$ cat src/ipv4v_pkg.sv
// ----------------------------------------------------------------------------
// ipv4v_pkg: shared types and constants for the IPv4 text validator
// Character codes, error codes, scan state and verdict structures.
// ----------------------------------------------------------------------------
package ipv4v_pkg;

    localparam logic [7:0] CHAR_DOT  = 8'h2E;
    localparam logic [7:0] CHAR_ZERO = 8'h30;
    localparam logic [7:0] CHAR_NINE = 8'h39;

    localparam int unsigned OCTET_W   = 9;
    localparam int unsigned COUNT_W   = 3;
    localparam logic [OCTET_W-1:0] OCTET_MAX = 9'd255;
    localparam logic [OCTET_W-1:0] OCTET_SAT = 9'd256;
    localparam logic [COUNT_W-1:0] COUNT_SAT = 3'd7;
    localparam logic [COUNT_W-1:0] COUNT_ONE = 3'd1;
    localparam logic [COUNT_W-1:0] NUMBERS_NEEDED = 3'd4;

    typedef enum logic [2:0] {
        ERR_OK         = 3'd0,
        ERR_LEAD_DOT   = 3'd1,
        ERR_TRAIL_DOT  = 3'd2,
        ERR_FOREIGN    = 3'd3,
        ERR_LEAD_ZERO  = 3'd4,
        ERR_RANGE      = 3'd5,
        ERR_DOUBLE_DOT = 3'd6,
        ERR_COUNT      = 3'd7
    } err_code_t;

    typedef struct packed {
        logic                 at_string_start;
        logic                 began_with_dot;
        logic [OCTET_W-1:0]   octet_accum;
        logic                 after_dot;
        logic                 zero_lead_pending;
        logic [COUNT_W-1:0]   number_count;
        err_code_t            first_scan_error;
    } scan_state_t;

    typedef struct packed {
        logic      is_valid;
        err_code_t error_code;
    } verdict_t;

    localparam scan_state_t SCAN_RESET = '{
        at_string_start:   1'b1,
        began_with_dot:    1'b0,
        octet_accum:       '0,
        after_dot:         1'b0,
        zero_lead_pending: 1'b0,
        number_count:      COUNT_ONE,
        first_scan_error:  ERR_OK
    };

endpackage

$ cat src/ipv4v_scan.sv
// ----------------------------------------------------------------------------
// ipv4v_scan: per-character scan step
// Computes the next scan state for one character and, on the last
// character of a string, the verdict.
// ----------------------------------------------------------------------------
module ipv4v_scan (
    input  ipv4v_pkg::scan_state_t state_cur,
    input  logic [7:0]             char_in,
    input  logic                   is_last,
    output ipv4v_pkg::scan_state_t state_next,
    output ipv4v_pkg::verdict_t    verdict
);

    logic                              is_digit;
    logic                              is_dot;
    logic                              first;
    logic [3:0]                        digit;
    logic [12:0]                       product;
    logic [ipv4v_pkg::OCTET_W-1:0]     accum_sat;
    ipv4v_pkg::scan_state_t            scanned;
    ipv4v_pkg::err_code_t              final_err;
    ipv4v_pkg::err_code_t              code;

    assign is_digit = (char_in >= ipv4v_pkg::CHAR_ZERO) && (char_in <= ipv4v_pkg::CHAR_NINE);
    assign is_dot   = (char_in == ipv4v_pkg::CHAR_DOT);
    assign first    = state_cur.at_string_start;
    assign digit    = 4'(char_in - ipv4v_pkg::CHAR_ZERO);

    // accum * 10 + digit as shift-and-add; the accumulator never exceeds 256.
    assign product = {1'b0, state_cur.octet_accum, 3'b000}
                   + {3'b000, state_cur.octet_accum, 1'b0}
                   + {9'd0, digit};
    assign accum_sat = (product > 13'(ipv4v_pkg::OCTET_MAX))
                     ? ipv4v_pkg::OCTET_SAT : product[ipv4v_pkg::OCTET_W-1:0];

    always_comb
    begin
        scanned = state_cur;
        scanned.at_string_start = 1'b0;
        if (first)
        begin
            scanned.began_with_dot = is_dot;
        end
        if (state_cur.first_scan_error == ipv4v_pkg::ERR_OK)
        begin
            if (first && (char_in == ipv4v_pkg::CHAR_ZERO))
            begin
                scanned.zero_lead_pending = 1'b1;
                scanned.octet_accum       = '0;
            end
            else if (!is_digit && !is_dot)
            begin
                scanned.first_scan_error = ipv4v_pkg::ERR_FOREIGN;
            end
            else if (is_digit)
            begin
                if (state_cur.zero_lead_pending)
                begin
                    scanned.first_scan_error = ipv4v_pkg::ERR_LEAD_ZERO;
                end
                else
                begin
                    if ((char_in == ipv4v_pkg::CHAR_ZERO) && state_cur.after_dot)
                    begin
                        scanned.zero_lead_pending = 1'b1;
                    end
                    scanned.after_dot   = 1'b0;
                    scanned.octet_accum = accum_sat;
                end
            end
            else
            begin
                scanned.zero_lead_pending = 1'b0;
                if (state_cur.after_dot)
                begin
                    scanned.first_scan_error = ipv4v_pkg::ERR_DOUBLE_DOT;
                end
                else
                begin
                    scanned.after_dot = 1'b1;
                    if (state_cur.octet_accum > ipv4v_pkg::OCTET_MAX)
                    begin
                        scanned.first_scan_error = ipv4v_pkg::ERR_RANGE;
                    end
                    else
                    begin
                        if (state_cur.number_count < ipv4v_pkg::COUNT_SAT)
                        begin
                            scanned.number_count = state_cur.number_count + 3'd1;
                        end
                        scanned.octet_accum = '0;
                    end
                end
            end
        end
    end

    // The final number gets the same range check as the ones ended by a dot.
    assign final_err = ((scanned.first_scan_error == ipv4v_pkg::ERR_OK)
                        && (scanned.octet_accum > ipv4v_pkg::OCTET_MAX))
                     ? ipv4v_pkg::ERR_RANGE : scanned.first_scan_error;

    always_comb
    begin
        if (scanned.began_with_dot)
        begin
            code = ipv4v_pkg::ERR_LEAD_DOT;
        end
        else if (is_dot)
        begin
            code = ipv4v_pkg::ERR_TRAIL_DOT;
        end
        else if (final_err != ipv4v_pkg::ERR_OK)
        begin
            code = final_err;
        end
        else if (scanned.number_count != ipv4v_pkg::NUMBERS_NEEDED)
        begin
            code = ipv4v_pkg::ERR_COUNT;
        end
        else
        begin
            code = ipv4v_pkg::ERR_OK;
        end
    end

    assign verdict.is_valid   = (code == ipv4v_pkg::ERR_OK);
    assign verdict.error_code = code;
    assign state_next         = is_last ? ipv4v_pkg::SCAN_RESET : scanned;

endmodule

$ cat src/ipv4v_out_queue.sv
// ----------------------------------------------------------------------------
// ipv4v_out_queue: two-entry result queue
// Holds verdicts until the downstream side takes them, so the input side
// keeps moving while a result waits.
// ----------------------------------------------------------------------------
module ipv4v_out_queue (
    input  logic                clk,
    input  logic                rst_n,
    input  logic                push,
    input  ipv4v_pkg::verdict_t push_data,
    output logic                has_room,
    output logic                out_valid,
    input  logic                out_ready,
    output ipv4v_pkg::verdict_t head
);

    ipv4v_pkg::verdict_t entry_reg [2];
    logic                wr_ptr_reg;
    logic                wr_ptr_next;
    logic                rd_ptr_reg;
    logic                rd_ptr_next;
    logic [1:0]          count_reg;
    logic [1:0]          count_next;
    logic                pop;

    assign out_valid = (count_reg != 2'd0);
    assign has_room  = (count_reg != 2'd2);
    assign head      = entry_reg[rd_ptr_reg];
    assign pop       = out_valid && out_ready;

    always_comb
    begin
        wr_ptr_next = push ? ~wr_ptr_reg : wr_ptr_reg;
        rd_ptr_next = pop ? ~rd_ptr_reg : rd_ptr_reg;
        count_next  = count_reg + {1'b0, push} - {1'b0, pop};
    end

    always_ff @(posedge clk or negedge rst_n)
    begin
        if (!rst_n)
        begin
            wr_ptr_reg <= 1'b0;
            rd_ptr_reg <= 1'b0;
            count_reg  <= 2'd0;
        end
        else
        begin
            wr_ptr_reg <= wr_ptr_next;
            rd_ptr_reg <= rd_ptr_next;
            count_reg  <= count_next;
        end
    end

    always_ff @(posedge clk)
    begin
        if (push)
        begin
            entry_reg[wr_ptr_reg] <= push_data;
        end
    end

endmodule

$ cat src/ipv4_text_validator.sv
// ----------------------------------------------------------------------------
// ipv4_text_validator: streaming dotted-decimal IPv4 address checker
// The verdict of a string's last beat is registered in the result queue before it is offered.
// Throughput: one character beat per cycle, sustained across strings while the result queue has room.
// Reset clears the scan state to the start of a string and empties the
// result queue; no result is pending after reset.
// ----------------------------------------------------------------------------
//
// Each accepted beat carries one ASCII character. The scan state (running
// octet value, number count, dot and leading-zero flags, first scan error)
// is computed by ipv4v_scan and registered on each accepted beat. On the beat flagged is_last
// the verdict is pushed into a two-entry queue and the scan state returns
// to its reset value, so the next beat starts a new string.
//
// The queue decouples the two sides: input beats keep flowing while a
// verdict waits, and in_ready drops only when both queue entries are full.
// Beats that are not the last of a string produce no result.
module ipv4_text_validator (
    input  logic       clk,
    input  logic       rst_n,
    input  logic       in_valid,
    output logic       in_ready,
    input  logic [7:0] char_in,
    input  logic       is_last,
    output logic       out_valid,
    input  logic       out_ready,
    output logic       is_valid,
    output logic [2:0] error_code
);

    ipv4v_pkg::scan_state_t state_reg;
    ipv4v_pkg::scan_state_t state_next;
    ipv4v_pkg::verdict_t    verdict;
    ipv4v_pkg::verdict_t    head;
    logic                   accept;
    logic                   has_room;

    assign in_ready = has_room;
    assign accept   = in_valid && in_ready;

    ipv4v_scan u_scan (
        .state_cur  (state_reg),
        .char_in    (char_in),
        .is_last    (is_last),
        .state_next (state_next),
        .verdict    (verdict)
    );

    // The scan state only advances on an accepted beat.
    always_ff @(posedge clk or negedge rst_n)
    begin
        if (!rst_n)
        begin
            state_reg <= ipv4v_pkg::SCAN_RESET;
        end
        else if (accept)
        begin
            state_reg <= state_next;
        end
    end

    ipv4v_out_queue u_out_queue (
        .clk       (clk),
        .rst_n     (rst_n),
        .push      (accept && is_last),
        .push_data (verdict),
        .has_room  (has_room),
        .out_valid (out_valid),
        .out_ready (out_ready),
        .head      (head)
    );

    assign is_valid   = head.is_valid;
    assign error_code = head.error_code;

endmodule

$ cat config.mk
export PLATFORM = sky130hd
export DESIGN_NAME = ipv4_text_validator
export DESIGN_NICKNAME = d
export VERILOG_FILES = /design/src/ipv4v_pkg.sv /design/src/ipv4v_scan.sv /design/src/ipv4v_out_queue.sv /design/src/ipv4_text_validator.sv
export SDC_FILE = /design/constraint.sdc
export NUM_CORES = 1
export LEC_CHECK = 0
export BUFFER_PORTS_ARGS = -buffer_cell sky130_fd_sc_hd__buf_2
export CAP_MARGIN = 20
export CORE_UTILIZATION = 29
export CTS_CLUSTER_SIZE = 25
export DETAILED_ROUTE_END_ITERATION = 10
export GPL_ROUTABILITY_DRIVEN = 0
export MAX_ROUTING_LAYER = met4
export PLACE_DENSITY = 0.46
export SYNTH_ARGS = -nofsm -noshare
export SYNTH_HDL_FRONTEND = slang
export SYNTH_SLANG_ARGS = --single-unit
$ cat constraint.sdc
create_clock -name clk -period 3.9 [get_ports clk]
set_clock_uncertainty 0.2 [all_clocks]
set_input_delay 0.585 -clock clk [delete_from_list [all_inputs] [get_ports clk]]
set_output_delay 0.585 -clock clk [all_outputs]
set_load 0.005 [all_outputs]
# Word level (Yosys, flattened, before mapping)

Memories as Yosys holds them, arrays and structs flattened.
Cells that the tools add are included.

Memories kept: 1
Register bits after elaboration: 23
RAM bits: 8
Bits of input ports: 13

Equal/unequal tests: 8
Reductions and logical operators: 18
$lt $le $gt $ge: 6
Muxes and demuxes: 30
Bitwise logic cells: 2
Add/sub/neg operators: 6

Memory list:

| memory                | words | bits a word | rd ports | clocked after Yosys merged registers in | wr ports | line                  | RTL |
|---|---|---|---|---|---|---|---|
| u_out_queue.entry_reg | 2     | 4           | 1        | 0                                       | 1        | ipv4v_out_queue.sv:17 | `ipv4v_pkg::verdict_t entry_reg [2];` |

Operators by type and width:

| operator                                                       | number |
|---|---|
| 2-to-1 mux 3 bit                                               | 14 |
| 2-to-1 mux 9 bit                                               | 3 |
| 2-to-1 mux 11 bit                                              | 2 |
| 2-to-1 mux 19 bit                                              | 1 |
| greater-than comparator 9 x 8 -> 1 bit, second input constant  | 2 |
| 2-to-1 mux 17 bit                                              | 1 |
| == test 8 x 6 -> 1 bit, second input constant                  | 2 |
| 2-to-1 mux 14 bit                                              | 1 |
| adder 12 x 10 -> 13 bit                                        | 1 |
| adder 13 x 4 -> 13 bit                                         | 1 |
| greater-than comparator 13 x 8 -> 1 bit, second input constant | 1 |
| 2-to-1 mux 10 bit                                              | 1 |
| zero test 3 bit                                                | 3 |
| >= comparator 8 x 6 -> 1 bit, second input constant            | 1 |
| <= comparator 8 x 6 -> 1 bit, second input constant            | 1 |
| logical AND 1 bit                                              | 8 |
| 2-to-1 mux 1 bit                                               | 6 |
| 2-to-1 mux 6 bit                                               | 1 |
| != test 2 bit, second input constant                           | 3 |
| != test 3 bit, second input constant                           | 2 |
| AND reduction 5 bit                                            | 1 |
| nonzero test 2 bit                                             | 2 |
| subtractor 4 x 1 -> 4 bit, second input constant               | 1 |
| adder 3 x 1 -> 3 bit, second input constant                    | 1 |
| 8 further kinds                                                | 10 |

# Longest topological paths before layout

Gate-level depths: netlist of run 1.

Depth after elaboration: 17
Depth in mapped cells: 10
Mapped depth without buffers: 10

# By module

Synthesis of run 1 repeated with hierarchy kept, for this count alone.

Cells, all modules: 234
Area, all modules: 2498.6 sq um

Modules (own cells, without submodules):

| module              | instances | cells an instance | area each (sq um) |
|---|---|---|---|
| ipv4v_scan          | 1         | 164               | 1246.2 |
| ipv4_text_validator | 1         | 41                | 768.2 |
| ipv4v_out_queue     | 1         | 29                | 484.2 |

# Worst setup path before layout of run 1

OpenSTA, ideal clock, no wires.

Path type: input -> register
Start point: in char_in[3]
End point: mem u_out_queue.entry_reg[0][0] (netlist bit) (data pin)
Library setup time: 0.276 ns
Stages on the path: 9
Slack: 0.694 ns
Data arrival time: 2.730 ns
Path through: fa_1 inv_1 fa_1 nand2b_1 a21oi_2 o221a_2 o221ai_2 o31ai_2 a31oi_1

RTL lines:

| item               | line                      | RTL |
|---|---|---|
| start: declaration | ipv4_text_validator.sv:23 | `input logic [7:0] char_in,` |
| end: declaration   | ipv4v_out_queue.sv:17     |  |

==> Flow_metrics.wiki, run 1 <==
{| class="wikitable"
! Metric !! Value
|-
| Largest family of logic cells by synthesized area || compound AO/OA/AOI/OAI gates
|-
| Compound-cell area share of the yosys netlist || 24.6%
|-
| Overflow left after global routing || 0
|-
| Cell leakage power || 1.18 nW
|-
| Status || completed
|-
| Async set-or-reset flop fraction in the synthesized netlist || 74.2%
|-
| Number of I/O pins || 19
|-
| Detailed router's first-iteration violation count || 73
|-
| Final number of setup-violating endpoints || 0
|-
| Area of the mapped netlist || 2330 sq um
|-
| Area fraction in and, or, nand and nor cells after synthesis || 20.0%
|-
| Number of fillers in the final layout || 821
|-
| Syn Nets || 275
|-
| Top FF cell, synth || dfrtp_1
|-
| Worst hold-check path type || in2async
|-
| Area of the die || 8410 sq um
|-
| Power density over the cells || 435 nW/um^2
|-
| H-tree depth || 2
|-
| Max-slew headroom at the worst pin || 54.9%
|-
| Met2 layer wire length in the routed design || 2410 um
|-
| Most frequently used cell type in the post-synthesis netlist || nand2_1
|-
| CTS clock-pin slew for the worst setup and hold paths || 0.08 ns
|-
| Crit-path cells || buf_2, fa_1, inv_1, fa_1, nand2b_1, a21oi_2, o221a_2, o221ai_2, o31ai_2, a31oi_1
|-
| Wl on met1 || 2870 um
|-
| Number of global-route vias before repair || 1794
|-
| Setup crit start kind || input port
|-
| Skew-Pair Late Insertion Delay || 0.29 ns
|-
| Via total after detailed routing || 1922
|-
| Maximum count of clock buffers along a single path || 2
|-
| Antenna violations before repair || 0
|-
| Fraction of post-synthesis cell area in the top cell type by area || 22.5%
|-
| Number of nets in the finished design || 295
|-
| Post-synthesis to final-layout area growth || 13.6%
|-
| CTS hold repair buffers || 0
|-
| Final Hold Fails || 0
|-
| Die height || 91.7 um
|-
| Sequential cell area || 818 sq um
|-
| Wire length of the first global-routing pass || 9170 um
|-
| Shortest clock period the worst path allows after layout || 3.30 ns
|-
| Number of enable flip-flop cells after synthesis || 8
|-
| Post-detail-place hpwl || 4160 um
|-
| Post-route fraction of the period consumed by the critical path || 84.5%
|-
| Longest individual stage delay on the worst path || 0.56 ns
|-
| Wirelength, routed || 5530 um
|-
| Average size of a mapped cell || 9.72 sq um
|-
| Row count || 32
|-
| Kind of capture point of the worst setup path || register
|-
| CP max stage cell || fa_1
|-
| Warnings, synthesis || 0
|-
| Cell accounting for the most synthesized area || dfrtp_1
|-
| Core area || 7770 sq um
|-
| Fraction of final layout cells with drive strength greater than 1 || 19.5%
|-
| Synth cell types || 61
|-
| Synth Area in XOR/XNOR || 3.38%
|-
| Top cells by instance count after synthesis || nand2_1 (29), dfrtp_1 (21), ha_1 (20)
|-
| Uppermost layer routed || met4
|-
| Max reg flops || 19
|-
| Final-layout setup total negative slack || 0 ns
|-
| Achievable frequency || 303 MHz
|-
| Antenna diode count || 0
|-
| Count of input and output buffers || 18
|-
| Data arrival time of the worst path || 3.12 ns
|-
| Placed instance count || 355
|-
| CTS Sinks || 31
|-
| Maximum fanout count along the critical path || 8
|-
| All-Layer GR Usage || 14.1%
|-
| Top cell by count, worst path || fa_1
|-
| Worst vdd rail ir drop || 0.143 mV
|-
| Slew Viols, Final || 0
|-
| CTS tree || done
|-
| Cell type group with the largest total delay on the critical path || compound AO/OA/AOI/OAI gates
|-
| Number of buffers added for setup after CTS || 0
|-
| Die Wd || 91.7 um
|-
| Number of standard cells in the layout, taps in and fillers out || 363
|-
| Post-CTS resize count || 0
|-
| Met3 wirelength from detailed routing || 176 um
|-
| Adder and majority gate portion of the synthesized area || 12.4%
|-
| Flop and latch count out of synthesis || 31
|-
| Initial standard-cell utilization of the core || 30.0%
|-
| Total DRC errors in the routed layout || 0
|-
| Top post-synthesis cells by area || dfrtp_1 (23%), ha_1 (11%), edfxtp_1 (10%)
|-
| Gate count of the mapped netlist || 240
|-
| Category of the most critical setup path || in2reg
|-
| Buf+Inv Stages, Crit Path || 2
|-
| Multi-input gate area in the final layout || 1460 sq um
|-
| Number of buffers inserted during clock tree synthesis || 5
|-
| Sequential-to-total area share from yosys stat || 35.1%
|-
| Drt via density || 5.29
|-
| Required time of the critical path || 3.72 ns
|-
| Mux cell area share after synthesis || 2.36%
|-
| Wire per inst || 15.2 um
|-
| Transition time at the pin with the least slew margin || 0.671 ns
|-
| First-pass detailed-route iteration total || 4
|-
| Number of antenna-violating nets in the routed design || 0
|-
| Maximum number of pins on one net before global-route repair || 24
|-
| Root cell of the clock tree || clkbuf_8
|-
| Setup repair after global routing missed its margin || no
|-
| Count of maximum capacitance violations || 0
|}
-- report_power, final --
| part | total (mW) | switching [mW] | internal [mW] |
|---|---|---|---|
| Sequential | 0.470 | 0.0668 | 0.403 |
| Combinational | 0.358 | 0.185 | 0.173 |
| Clock | 0.324 | 0.134 | 0.190 |
-- layout make-up --
class                      count  share of cell area (%)
multi-input combinational    196                    55.2
sequential                    31                    30.9
tap                          102                    4.82
timing repair buffer          20                    3.97
clock buffer                   5                    2.60
clock inverter                 3                    1.65
inverter                       6                   0.850
-- per-layer routing --
| metal | global-route usage (%) | vias to the layer above |
|---|---|---|
| met5 | - | - |
| met4 | 3.91 | 0 |
| met3 | 2.49 | 7 |
| met2 | 20.7 | 27 |
| met1 | 19.9 | 937 |
| li1 | - | 951 |
-- final timing paths --
check                                            start                          end  slack (ns)  cells after the start
worst min register to register  u_out_queue.wr_ptr_reg       u_out_queue.wr_ptr_reg        0.30                      1
worst min-delay path                             rst_n                 state_reg[4]        0.08                      1
min in group clk                u_out_queue.wr_ptr_reg       u_out_queue.wr_ptr_reg        0.30                      1
worst max-delay path                        char_in[3]  u_out_queue.entry_reg[0][0]        0.60                     10
max in group asynchronous                        rst_n                state_reg[15]        3.04                      1
worst max register to register            state_reg[8]  u_out_queue.entry_reg[0][0]        0.66                      9
-- cell families after synthesis --
group | count (synthesis)
AO/OA/AOI/OAI | 75
XOR/XNOR | 9
adder cells (fa/ha/maj) | 22
buffers and inverters | 13
flip-flops | 31
multiplexers | 5
AND/OR/NAND/NOR | 85
-- placed cells by master, fill, tap and decap left out, types with 5 or more instances in the layout --
cell type,instances
xnor2_1,6
a21oi_1,14
o21ai_0,13
nand2_1,29
buf_2,18
clkbuf_8,5
dfrtp_1,21
inv_1,6
nor3_1,8
nand2b_1,5
a31oi_1,7
edfxtp_1,8
nor2_1,11
ha_1,20
a32o_1,8
-- per-stage QoR --
stage | utilization, % | hold WS, ns | worst slack (ns) | instance area (sq um) | power, mW
2_1_floorplan | - | 0.0894 | 0.694 | 2330 | 0.728
3_3_place_gp | 32.7 | 0.279 | 0.372 | 2540 | 0.835
3_5_place_dp | 32.7 | 0.291 | 0.306 | 2540 | 0.837
4_1_cts | 34.1 | 0.107 | 0.601 | 2650 | 1.17
5_1_grt | 34.1 | 0.125 | 0.402 | 2650 | 1.24
6_report | 34.1 | 0.0764 | 0.604 | 2650 | 1.15
Power figures use the tool's default switching activity.
==> run 2: changes to the inputs <==
Settings changed: PLACE_DENSITY 0.46 to 0.47.
Clock period 3.9 ns to 2.8 ns, I/O delays scaled along.
==> Flow_metrics.wiki, run 2 (synthesized netlist as in run 1, its figures left out) <==
{| class="wikitable"
! Metric !! Value
|-
| Worst setup slack for register-to-register paths || -0.18 ns
|-
| Initial standard-cell utilization of the core || 30.0%
|-
| Max reg flops || 19
|-
| Number of buffers inserted during clock tree synthesis || 5
|-
| Number of nets in the finished design || 315
|-
| Endpoint of the most critical register-to-register path || u_out_queue.entry_reg[1][0]
|-
| Worst min-delay path startpoint || char_in[0]
|-
| CTS clock-pin slew for the worst setup and hold paths || 0.08 ns
|-
| Category of the most critical setup path || reg2reg
|-
| Status || finished with violations
|-
| Die Wd || 91.7 um
|-
| Count of maximum capacitance violations || 0
|-
| Wire per inst || 15.7 um
|-
| Post-detail-place hpwl || 4320 um
|-
| Maximum number of pins on one net before global-route repair || 24
|-
| Buf+Inv Stages, Crit Path || 1
|-
| Root cell of the clock tree || clkbuf_8
|-
| Antenna diode count || 0
|-
| Setup Slack @ Placement || -0.269 ns
|-
| Wirelength, routed || 6010 um
|-
| Area of the die || 8410 sq um
|-
| Maximum count of clock buffers along a single path || 2
|-
| Antenna violations before repair || 0
|-
| Maximum fanout count along the critical path || 4
|-
| CTS tree || done
|-
| Cell leakage power || 1.26 nW
|-
| Most frequent cells in the layout || nand2_1 (29), dfrtp_1 (21), buf_4 (19)
|-
| Kind of capture point of the worst setup path || register
|-
| Final number of setup-violating endpoints || 17
|-
| Top cell by count, worst path || fa_2
|-
| Number of I/O pins || 19
|-
| Cell type group with the largest total delay on the critical path || compound AO/OA/AOI/OAI gates
|-
| Data arrival time of the worst path || 2.80 ns
|-
| Final WS setup || -0.178 ns
|-
| Count of input and output buffers || 18
|-
| Hold Path Stages || 2
|-
| CP max stage cell || fa_2
|-
| Setup repair after global routing missed its margin || yes
|-
| Total DRC errors in the routed layout || 0
|-
| Required time of the critical path || 2.63 ns
|-
| Drt via density || 5.26
|-
| Detailed router's first-iteration violation count || 63
|-
| Commonest non-fill, non-tap cell in the layout || nand2_1
|-
| Skew-Pair Late Insertion Delay || 0.29 ns
|-
| Violated checks || setup timing
|-
| Total Power Consumption || 1.55 mW
|-
| Wire length of the first global-routing pass || 9860 um
|-
| Number of global-route vias before repair || 1965
|-
| Worst vdd rail ir drop || 0.220 mV
|-
| Hold-critical path endpoint || state_reg[8]
|-
| All-Layer GR Usage || 15.4%
|-
| Overflow left after global routing || 0
|-
| Crit-path cells || fa_2, inv_2, fa_2, nand2b_4, a21oi_4, o211a_1, o221ai_2, o31ai_4, a31oi_1
|-
| Core area || 7770 sq um
|-
| H-tree depth || 2
|-
| Via total after detailed routing || 2015
|-
| Final Hold Fails || 0
|-
| Max-slew headroom at the worst pin || 58.7%
|-
| Achievable frequency || 336 MHz
|-
| Slew Viols, Final || 0
|-
| Post-route fraction of the period consumed by the critical path || 106%
|-
| Core Util, Final || 36.9%
|-
| CTS Sinks || 31
|-
| Die height || 91.7 um
|-
| Transition time at the pin with the least slew margin || 0.614 ns
|-
| Post-synthesis to final-layout area growth || 22.7%
|-
| Number of antenna-violating nets in the routed design || 0
|-
| Worst hold-check path type || in2reg
|-
| Shortest clock period the worst path allows after layout || 2.98 ns
|-
| First-pass detailed-route iteration total || 4
|-
| Fraction of final layout cells with drive strength greater than 1 || 28.5%
|-
| Row count || 32
|-
| Length in cells of the worst reg-to-reg path || 9
|-
| Power density over the cells || 540 nW/um^2
|-
| Fin Hold WS || 0.236 ns
|-
| Longest individual stage delay on the worst path || 0.59 ns
|-
| Startpoint of the worst register-to-register path || state_reg[10]
|-
| Setup crit start kind || register
|}
[run 2: cell types whose count changed in the layout (fill, tap and decap cells not counted), moves of 2 or more]
cell	change
ha_1	-2
clkinvlp_4	+2
ha_4	+2
fa_1	-2
fa_2	+2
buf_4	+17
[run 2: worst max-delay path by stage]
stage                                   to  slack [ns]  depth (start not counted)     startpoint
2_1_floorplan  u_out_queue.entry_reg[0][0]       -0.02                          9  state_reg[10]
3_3_place_gp   u_out_queue.entry_reg[1][2]       -0.24                         10     char_in[3]
3_5_place_dp   u_out_queue.entry_reg[1][0]       -0.27                         10     char_in[3]
4_1_cts                      state_reg[11]       -0.15                          9  state_reg[10]
5_1_grt        u_out_queue.entry_reg[1][0]       -0.25                          9  state_reg[10]
6_report       u_out_queue.entry_reg[1][0]       -0.18                          9  state_reg[10]
[run 2: timing repair]
action / in CTS / in global routing
resized for setup: 4 / 7
setup endpoints to repair: 17 / 17
setup buffers: 0 / 2
hold buffers: 1 / 0
endpoints found under the hold margin: 21 / 0
pin swaps: 3 / 1
[run 2: area by class of cell]
type                       count  area (sq um)
inverter                       6          22.5
clock buffer                   5          68.8
clock inverter                 3          20.0
timing repair buffer          40           259
tap                          102           128
sequential                    31           818
multi-input combinational    196          1550
fill                         815          4900
[run 2: layer usage]
metal	up-vias	share of wire [%]	wire length, um	global-route usage (%)
met3	8	2.6	154	2.57
li1	1002	-	-	-
met4	0	0.96	58	2.73
met2	23	46	2750	24.7
met5	-	0	0	-
met1	982	51	3050	20.6
[run 2: worst reg2reg max path: stages (launching register included)]
cell,delay [ns]
dfrtp_1,0.41
fa_2,0.59
inv_2,0.04
fa_2,0.34
nand2b_4,0.16
a21oi_4,0.21
o211a_1,0.20
o221ai_2,0.15
o31ai_4,0.26
a31oi_1,0.14
[run 2: report_power, final]
part	leakage [nW]	internal (mW)	total [mW]	switching, mW
Sequential	0.374	0.562	0.653	0.0917
Clock	0.0402	0.173	0.367	0.194
Combinational	0.847	0.257	0.526	0.269
Total	1.26	0.992	1.55	0.555
[run 2: metrics by stage]
stage / setup TNS, ns / cell area [sq um] / std cells
2_1_floorplan: -0.0508 / 2360 / 240
6_report: -2.32 / 2860 / 383
4_1_cts: -1.87 / 2810 / 380
3_3_place_gp: -3.41 / 2690 / 371
3_5_place_dp: -3.83 / 2690 / 371
5_1_grt: -3.78 / 2860 / 383
